===== src/rtl/smx_pkg.sv =====
`timescale 1ns / 1ps
package smx_pkg;

   localparam int MAX_EQUATIONS_DEF = 1024;
   localparam int VALUE_DEPTH_DEF   = 65536;

   localparam int IDX_W      = 11;
   localparam int VAL_W      = 64;
   localparam int PTR_W      = 17;
   localparam int ACT_W      = 3;
   localparam int ST_W       = 3;
   localparam int REQ_DATA_W = 104;
   localparam int RSP_DATA_W = 64;

   localparam logic [IDX_W-1:0] EQ_COUNT_RESET = 11'd1024;

   localparam logic [ACT_W-1:0] ACT_LOAD  = 3'd0;
   localparam logic [ACT_W-1:0] ACT_ACC   = 3'd1;
   localparam logic [ACT_W-1:0] ACT_SET   = 3'd2;
   localparam logic [ACT_W-1:0] ACT_GET   = 3'd3;
   localparam logic [ACT_W-1:0] ACT_CLEAR = 3'd4;

   localparam logic [ST_W-1:0] ST_OK      = 3'd0;
   localparam logic [ST_W-1:0] ST_IGNORED = 3'd1;
   localparam logic [ST_W-1:0] ST_OUTSIDE = 3'd2;
   localparam logic [ST_W-1:0] ST_RANGE   = 3'd3;
   localparam logic [ST_W-1:0] ST_SAT     = 3'd4;

   typedef enum logic [2:0] {
      OP_NONE,
      OP_LOAD,
      OP_ACC,
      OP_SET,
      OP_GET,
      OP_CLEAR
   } op_type;

   typedef struct packed {
      op_type            op;
      logic [ST_W-1:0]   status;
      logic [IDX_W-1:0]  slot;
      logic [IDX_W-1:0]  off;
      logic [VAL_W-1:0]  value;
      logic [PTR_W-1:0]  ptr;
   } cmd_type;

endpackage


===== src/rtl/smx_front.sv =====
`timescale 1ns / 1ps
module smx_front #(
   parameter int MAX_EQUATIONS = smx_pkg::MAX_EQUATIONS_DEF
) (
   input  logic                             clock,
   input  logic                             reset,
   input  logic                             req_tvalid,
   output logic                             req_tready,
   input  logic [smx_pkg::REQ_DATA_W-1:0]   req_tdata,
   input  logic [smx_pkg::ACT_W-1:0]        req_tuser,
   input  logic [smx_pkg::IDX_W-1:0]        equation_count,
   input  logic                             pop,
   output logic                             cmd_valid,
   output smx_pkg::cmd_type                 cmd
);

   logic [smx_pkg::IDX_W-1:0] row_bits;
   logic [smx_pkg::IDX_W-1:0] col;
   logic                      row_neg;
   logic [smx_pkg::IDX_W-1:0] used_n;
   logic [smx_pkg::IDX_W-1:0] lo;
   logic [smx_pkg::IDX_W-1:0] hi;
   smx_pkg::cmd_type          cls;

   smx_pkg::cmd_type q_ff [2];
   logic             wr_ptr_ff;
   logic             wr_ptr_in;
   logic             rd_ptr_ff;
   logic             rd_ptr_in;
   logic [1:0]       count_ff;
   logic [1:0]       count_in;
   logic             push;
   logic             take;

   assign row_bits = req_tdata[10:0];
   assign col      = req_tdata[21:11];
   assign row_neg  = row_bits[smx_pkg::IDX_W-1];
   assign used_n   = (32'(equation_count) > 32'(MAX_EQUATIONS)) ?
                     smx_pkg::IDX_W'(MAX_EQUATIONS) : equation_count;
   assign lo       = (row_bits > col) ? col : row_bits;
   assign hi       = (row_bits > col) ? row_bits : col;

   always_comb begin
      cls.op     = smx_pkg::OP_NONE;
      cls.status = smx_pkg::ST_OK;
      cls.slot   = col;
      cls.off    = col - row_bits;
      cls.value  = req_tdata[85:22];
      cls.ptr    = req_tdata[102:86];
      unique case (req_tuser)
         smx_pkg::ACT_LOAD: begin
            if (col > used_n) cls.status = smx_pkg::ST_RANGE;
            else cls.op = smx_pkg::OP_LOAD;
         end
         smx_pkg::ACT_ACC, smx_pkg::ACT_SET: begin
            if (row_neg || row_bits > col) cls.status = smx_pkg::ST_IGNORED;
            else if (col >= used_n) cls.status = smx_pkg::ST_RANGE;
            else if (req_tuser == smx_pkg::ACT_ACC) cls.op = smx_pkg::OP_ACC;
            else cls.op = smx_pkg::OP_SET;
         end
         smx_pkg::ACT_GET: begin
            cls.slot = hi;
            cls.off  = hi - lo;
            if (row_neg || hi >= used_n) cls.status = smx_pkg::ST_RANGE;
            else cls.op = smx_pkg::OP_GET;
         end
         smx_pkg::ACT_CLEAR: begin
            cls.op = smx_pkg::OP_CLEAR;
         end
         default: begin
            cls.status = smx_pkg::ST_IGNORED;
         end
      endcase
   end

   assign req_tready = (count_ff != 2'd2);
   assign push       = req_tvalid && req_tready;
   assign cmd_valid  = (count_ff != 2'd0);
   assign take       = pop && cmd_valid;
   assign cmd        = q_ff[rd_ptr_ff];

   always_comb begin
      wr_ptr_in = push ? ~wr_ptr_ff : wr_ptr_ff;
      rd_ptr_in = take ? ~rd_ptr_ff : rd_ptr_ff;
      count_in  = count_ff + {1'b0, push} - {1'b0, take};
   end

   always_ff @(posedge clock) begin
      if (reset) begin
         wr_ptr_ff <= 1'b0;
         rd_ptr_ff <= 1'b0;
         count_ff  <= 2'd0;
      end else begin
         wr_ptr_ff <= wr_ptr_in;
         rd_ptr_ff <= rd_ptr_in;
         count_ff  <= count_in;
      end
      if (push) begin
         q_ff[wr_ptr_ff] <= cls;
      end
   end

endmodule


===== config.mk =====
export PLATFORM = sky130hd
export DESIGN_NAME = smx_front
export DESIGN_NICKNAME = d
export VERILOG_FILES = /design/src/rtl/smx_pkg.sv /design/src/rtl/smx_front.sv
export SDC_FILE = /design/constraint.sdc
export NUM_CORES = 1
export LEC_CHECK = 0
export BUFFER_PORTS_ARGS = -buffer_cell sky130_fd_sc_hd__buf_4
export CORE_AREA = 3 3 147 149
export DETAILED_ROUTE_END_ITERATION = 16
export DIE_AREA = 0 0 150 152
export HOLD_SLACK_MARGIN = 0.06
export PLACE_DENSITY = 0.78
export RECOVER_POWER = 50
export SLEW_MARGIN = 20
export SYNTH_ARGS = -nofsm -noshare
export SYNTH_HDL_FRONTEND = slang
export SYNTH_SLANG_ARGS = --single-unit

===== constraint.sdc =====
create_clock -name clock -period 5.55 [get_ports clock]
set_input_delay 0.8325 -clock clock [delete_from_list [all_inputs] [get_ports clock]]
set_output_delay 0.8325 -clock clock [all_outputs]
set_load 0.01 [all_outputs]

* Yosys cells after proc, flatten, opt, wreduce, memory -nomap -nowiden
Memory sizes are Yosys's and may differ from the RTL's. A register that Yosys moved wholly into a read port is not among the register bits.
Index checks and enable logic that the tools add are counted.
** Cells by class
- $add $sub $neg :: 4
- $lt $le $gt $ge :: 5
- Equality and inequality tests :: 5
- Mux-type cells :: 19
- Bitwise gates (word level) :: 2
- Reduce and logical (&&, ||, !) cells :: 7
** Operators with widths (number)
- 2-to-1 mux 11 bit :: 3
- case mux 3 bit (4 select lines) :: 2
- >= comparator 11 bit :: 2
- greater-than comparator 11 bit :: 2
- 2-to-1 mux 22 bit :: 1
- subtractor 11 bit :: 2
- greater-than comparator 11 bit, second input constant :: 1
- 2-to-1 mux 3 bit :: 3
- 2-to-1 mux 2 bit :: 4
- == test 3 x 2 -> 1 bit, second input constant :: 2
- 2-to-1 mux 1 bit :: 6
- == test 3 x 1 -> 1 bit, second input constant :: 1
- == test 3 bit, second input constant :: 1
- logical NOT 3 bit :: 1
- adder 2 x 1 -> 2 bit :: 1
- logical AND 1 bit :: 2
- logical OR 1 bit :: 2
- inequality test 2 bit, second input constant :: 1
- inverter 1 bit :: 2
- nonzero test 2 bit :: 1
- OR reduction 2 bit :: 1
- subtractor 2 x 1 -> 2 bit :: 1
** Storage, ports and cells
- Bits in registers :: 4
- Bits in writable memories :: 218
- Input port bits :: 122
- Output and inout port bits :: 111
- Word-level logic and storage cells :: 46
- Memories :: 1
** Memories
- q_ff :: depth 2, bits a word 109, rd ports 1, clocked after memory_dff 1, wr ports 1, line smx_front.sv:25 : smx_pkg::cmd_type q_ff [2];

* Logic depth before layout (Yosys ltp)
Gate-level depths: netlist (run 1).
- Depth after elaboration :: 6
- Mapped depth :: 20
- Gate-level depth less buffers :: 18

* Worst setup path before layout (run 1)
OpenSTA, ideal clock, no wires.
- Path type :: in2reg
- Start :: in req_tvalid
- End :: mem q_ff[0][0] (netlist bit), enable pin
- Library setup time :: 0.576 ns
- Arrival :: 5.420 ns
- Data required time :: 4.974 ns
- Slack :: -0.446 ns
- Stages :: 2
- Buffers on the path :: 0
- Cell sequence :: nand2_1 > nor2_1
** Between the ends
- Longest elaborated chain between the ends :: 3
** RTL lines
- start: declaration :: line smx_front.sv:7 : input logic req_tvalid,
- logical AND 1 bit :: line smx_front.sv:77 : assign push = req_tvalid && req_tready;
- 2-to-1 mux 1 bit :: line smx_front.sv:98 : if (push) begin
- 2-to-1 mux 1 bit (not written as such) :: line smx_front.sv:99 : q_ff[wr_ptr_ff] <= cls;
- end: declaration :: line smx_front.sv:25
Every way passes these cells.

==> impl_metrics.ini, run 1 <==
[logic_synthesis]
synthArstFlopShare = 0
yosys_warnings = 0
syn-num-nets = 816
synth_edf_count = 216
ys_seq_elements = 221
synth_common_cells = edfxtp_1 (216), mux2_2 (108), nand2_1 (63), ha_1 (36), nor2_1 (20)
synthCells = 657
syn_avg_cell_area_um2 = 15.1
synth_area_leaders = edfxtp_1 (65%), mux2_2 (12%), ha_1 (4.5%)
synth_top_cell_area_share = 0.654
synth_area_um2 = 9920
synth.most_common_cell = edfxtp_1
ys_types = 65
ys_seq_area_frac = 0.664
yosys.area.top_type = edfxtp_1
ys.flop_type = edfxtp_1

[run_status]
status = complete, but fails checks
violations = capacitance limit, slew limit

[route]
wl_um = 20800
vias = 6155
post_drt_wl_per_cell_um = 17.6
drc = 0
via_per_inst = 5.22
drtIter0Drc = 350
ant_nets = 0
dr.pass1.iters = 4

[power]
seqPwrFrac = 0.438
internal-power_mw = 3.63
swShare = 0.277
switchingPower_mw = 1.39
pwr-share-comb = 0.292
irDropWorstVdd_uv = 181
p_per_area_nw_per_um2 = 400
p_leak_nw = 4.81
p_clk_frac = 0.271

[timing]
setup_ws_ns = 1.68
max-slew-margin-rel = -0.724
setup_viol = 0
timing_hold_violations_final = 0
fin_crit_ns = 3.87
tightestPinTransition_ns = 2.59
drv_slew = 80
finalSetupTns_ns = 0
timing.final.crit_share = 0.698
rsz0062_at_grt = false
holdWs_ns = 0.526
fin_skew_ns = 0.00778
clock.fmax_mhz = 258

[critical_path]
cpMostUsedCell = o21ai_0
critPathLaunchType = input port
crit_type = in2reg
r2r-end = q_ff[1][13]
critPathArrivalTime_ns = 4.10
critical_path.top_delay_family = simple AND/OR/NAND/NOR gates
r2r_slack_ns = 1.85
cp_max_fo = 15
worstPathCellList = buf_4 -> inv_1 -> ha_1 -> and4_1 -> and2b_1 -> a21boi_4 -> nor2_4 -> o21ai_0 -> ha_1 -> nor2b_1 -> o21a_1 -> o21ai_0 -> nand2b_1 -> a21oi_1 -> o21ai_0 -> a21o_1 -> nor2_1 -> a211oi_1
reg2regPathDepth = 3
critPathBufInv = 2
worstPathRequired_ns = 5.78
r2r-start = count_ff[0]
end_kind = flip-flop
critical-path-max-stage-delay_ns = 0.42
cpMaxStageDelayCell = ha_1

[clocking]
clk_latency_ns = 0.50
postCtsHoldBufs = 0
cts_post_setup_buffers_inserted = 0
clock_sinks = 221
cts_inserted_buffers = 23
htree_levels = 1
clk_pin_slew_worst_paths_ns = 0.06
tritoncts = done
cts_resized = 0
clockBufferDepth = 3
clockRootBuffer = clkbuf_16

[grt]
grt_pass1_vias = 6299
gr-total-overflow = 0
grt_start_max_net_pins = 64
grt_first_pass_wirelength_um = 32500
grt_util_all_layers = 0.177
antenna_found_initial = 0

[floorplanning]
ios = 233
die_h_um = 152
start_util = 0.489
die-area_um2 = 22800
core-area_um2 = 20300
fp-row-count = 52
die_x_um = 150

[placed_design]
io_buffers = 230
gp_congestion = 0.828
dpl-instance-area_um2 = 11900
post-place-ws_ns = 1.17
dp_hpwl_um = 14900

[layout]
syn_to_final_growth_pct = 26.4
drive_above_1_share = 0.414
n_antenna_cell = 0
nets = 1053
fin_area_um2 = 12500
fin_util = 0.617

[hold_path]
hold_path_depth = 2
hp-class = reg2reg
worstHoldStart = rd_ptr_ff

[flow_run]
max-cap-violations = 2
per-stage QoR:
stage | instances | total power, mW
floorplan | 657 | 3.08
global placement | 1139 | 3.70
detailed placement | 1139 | 3.73
CTS | 1180 | 5.11
global route | 1180 | 5.29
finish | 1180 | 5.02
sequential cells by signal, indices dropped and copies added (netlist names), named ones only:
signal     count
q_ff         216
count_ff       2
rd_ptr_ff      1
wr_ptr_ff      1
cell type report:
type	instances	area, um2
Sequential cell	221	6590
Clock inverter	13	76.3
Multi-Input combinational cell	394	3160
Timing Repair Buffer	236	1710
Fill cell	1582	7760
Inverter	18	67.6
Clock buffer	28	594
Tap cell	270	338
worst min-delay path, stage by stage, from the launching register on:
cell and delay (ns):
dfxtp_1 0.33, xnor2_1 0.08, nor2_1 0.08
per-layer routing:
metal / vias to the layer above / global-route usage / share of wire / wire, um
li1: 2991 / - / - / -
met1: 2931 / 0.223 / 0.39 / 8170
met2: 205 / 0.308 / 0.50 / 10300
met3: 28 / 0.0423 / 0.091 / 1890
met4: 0 / 0.0405 / 0.017 / 363
met5: - / 0 / 0 / 0
logic make-up (layout without fill, tap and decap cells):
logic type	count (synthesis)	count (layout)	synth area share
AO/OA/AOI/OAI	99	99	0.0689
adder cells (fa/ha/maj)	37	37	0.0474
flip-flops	221	221	0.664
multiplexers	112	112	0.127
XOR/XNOR	14	14	0.0124
other	1	1	0.000378
buffers and inverters	42	295	0.0177
AND/OR/NAND/NOR	131	131	0.0625
power groups by stage:
stage | Clock, mW | Combinational, mW | Sequential, mW
floorplan | 0 | 0.845 | 2.23
finish | 1.36 | 1.46 | 2.20
detailed placement | 0 | 1.51 | 2.23
global placement | 0 | 1.49 | 2.21
global route | 1.48 | 1.59 | 2.22
CTS | 1.40 | 1.51 | 2.19
placed cells by master, fill, tap and decap left out, types with 2 or more instances in the layout:
cell type	count
a211oi_1	5
nand2b_1	7
xor2_1	5
or2_2	2
clkinv_1	3
o21ai_1	8
o211ai_1	3
nand4_1	4
dfxtp_1	4
nor3_1	4
o22ai_1	4
buf_4	151
clkbuf_16	23
a21oi_1	12
mux2_2	108
inv_6	2
nand3_1	6
inv_1	17
a21o_1	10
ha_1	36
o2111ai_1	3
o21a_1	8
mux2i_1	4
clkinv_2	7
nor2_1	20
a221oi_1	2
nor2b_1	10
o21ai_0	18
a21boi_0	2
edfxtp_1	216
clkbuf_1	20
xnor2_1	9
nand2_1	63
or3_1	2
a31oi_1	8
clkbuf_4	69
worst max path at each step:
stage | slack, ns | end | start | cells after the start
after floorplan | 1.37 | q_ff[0][0] | req_tvalid | 2
after global placement | 1.16 | q_ff[0][103] | req_tdata[5] | 18
after detailed placement | 1.17 | q_ff[1][103] | req_tdata[5] | 18
after CTS | 1.69 | q_ff[1][103] | req_tdata[5] | 18
after global routing | 1.40 | q_ff[1][103] | req_tdata[5] | 18
final | 1.68 | q_ff[1][103] | req_tdata[5] | 18
Power figures use the tool's default switching activity.
==> run 2: changes to the inputs <==
==> constraint.sdc (replaced) <==
create_clock -name clock -period 3.1 [get_ports clock]
set_input_delay 0.465 -clock clock [delete_from_list [all_inputs] [get_ports clock]]
set_output_delay 0.465 -clock clock [all_outputs]
set_load 0.01 [all_outputs]
==> impl_metrics.ini, run 2 (synthesis results as in run 1) <==
[run_status]
status = complete, but fails checks
violations = capacitance limit, slew limit

[placed_design]
post-place-ws_ns = -0.370
io_buffers = 230
dp_hpwl_um = 16100
gp_congestion = 0.833

[critical_path]
cpMaxStageDelayCell = a2111oi_0
critPathBufInv = 3
critPathArrivalTime_ns = 3.19
r2r_slack_ns = 0.53
r2r-start = count_ff[0]
crit_type = in2reg
end_kind = flip-flop
cp_max_fo = 4
reg2regPathDepth = 3
critPathLaunchType = input port
worstPathRequired_ns = 3.33
r2r-end = q_ff[1][5]
worstPathCellList = buf_4 -> inv_1 -> ha_4 -> and4_1 -> and2b_1 -> a21boi_4 -> buf_4 -> o21ai_1 -> nand2_1 -> ha_1 -> nand2_2 -> nor4_1 -> a2111oi_0 -> o21ai_1 -> a21o_1 -> nor2_2 -> a211oi_1
critical-path-max-stage-delay_ns = 0.36
crit_cells = 17
critical_path.top_delay_family = compound AO/OA/AOI/OAI gates

[power]
irDropWorstVdd_uv = 447
pwr-share-comb = 0.300
seqPwrFrac = 0.419
p_clk_frac = 0.280
internal-power_mw = 6.80
power_mw = 9.39
switchingPower_mw = 2.59
p_per_area_nw_per_um2 = 705
p_leak_nw = 5.18
swShare = 0.276

[flow_run]
max-cap-violations = 1

[layout]
mostFrequentLayoutCells = edfxtp_1 (216), buf_4 (215), mux2_2 (108)
largest_register_ff_count = 216
n_antenna_cell = 0
largest-register = q_ff
syn_to_final_growth_pct = 34.3
mostFrequentLayoutCell = edfxtp_1
nets = 1121
drive_above_1_share = 0.478
largestRegisters = q_ff (216), count_ff (2)

[clocking]
clk_latency_ns = 0.49
clockRootBuffer = clkbuf_16
clock_sinks = 221
clockBufferDepth = 3
htree_levels = 1
clk_pin_slew_worst_paths_ns = 0.06
tritoncts = done
cts_inserted_buffers = 23

[timing]
fin_crit_ns = 2.96
drv_slew = 67
fin_skew_ns = 0.0113
setup_viol = 0
holdWs_ns = 0.172
timing_hold_violations_final = 0
setup_ws_ns = 0.138
tightestPinTransition_ns = 1.73
finalSetupTns_ns = 0
timing.final.crit_share = 0.956
clock.fmax_mhz = 338
max-slew-margin-rel = -0.155

[grt]
met1_usage = 0.242
antenna_found_initial = 0
grt_pass1_vias = 6698
gr-total-overflow = 0
grtUsageMet2 = 0.335
grt_util_all_layers = 0.192
grt_first_pass_wirelength_um = 35000
grt_busiest_layer = met2
grt_start_max_net_pins = 106
gr-usage-met3 = 0.0438

[route]
ant_nets = 0
post_drt_wl_per_cell_um = 18.1
drc = 0
dr.pass1.iters = 5
drtIter0Drc = 316
wl_um = 22600
vias = 6531
via_per_inst = 5.23

[floorplanning]
die-area_um2 = 22800
die_h_um = 152
core-area_um2 = 20300
ios = 233
start_util = 0.489
fp-row-count = 52
die_x_um = 150

[hold_path]
worstHoldStart = reset
hp-class = in2reg
hold_path_depth = 2
## run 2: metal layers
layer,wire length (um),part of all wire
met5,0,0
met4,503,0.022
met3,1940,0.086
met2,11400,0.50
met1,8730,0.39
## run 2: power groups by stage
stage / Sequential (mW) / Combinational, mW / Clock, mW
floorplan: 3.97 / 1.55 / 0
global placement: 3.96 / 2.83 / 0
detailed placement: 3.99 / 2.86 / 0
CTS: 3.93 / 2.88 / 2.70
global route: 3.97 / 3.06 / 2.84
finish: 3.94 / 2.82 / 2.63
## run 2: through the flow
step	area, um2	util	instances
final	13300	0.656	1248
after global routing	13300	0.656	1248
after CTS	13300	0.655	1243
after detailed placement	12600	0.619	1202
after global placement	12600	0.619	1202
after floorplan	10100	-	657
## run 2: layout make-up
| cell class | instances | area [um2] |
|---|---|---|
| flip-flops and latches | 221 | 6590 |
| clock inverters | 17 | 153 |
| repair buffers | 303 | 2250 |
| multi-input cells | 395 | 3320 |
| inverters | 18 | 82.6 |
| fillers | 1499 | 6990 |
| well taps | 270 | 338 |
| clock buffers | 24 | 579 |
## run 2: worst max-delay path by stage
stage	slack, ns	start	to
2_1_floorplan	-0.18	req_tdata[5]	q_ff[0][103]
3_3_place_gp	-0.33	req_tdata[8]	q_ff[0][103]
3_5_place_dp	-0.37	req_tdata[8]	q_ff[1][103]
4_1_cts	0.13	req_tdata[8]	q_ff[0][103]
5_1_grt	-0.003	req_tdata[8]	q_ff[0][103]
6_report	0.14	req_tdata[7]	q_ff[0][103]
## run 2: what timing repair did
action / 4_1_cts / 5_1_grt
setup endpoints to repair: 0 / 6
hold buffers: 0 / 0
resized for setup: 0 / 17
buffers inserted: 0 / 4
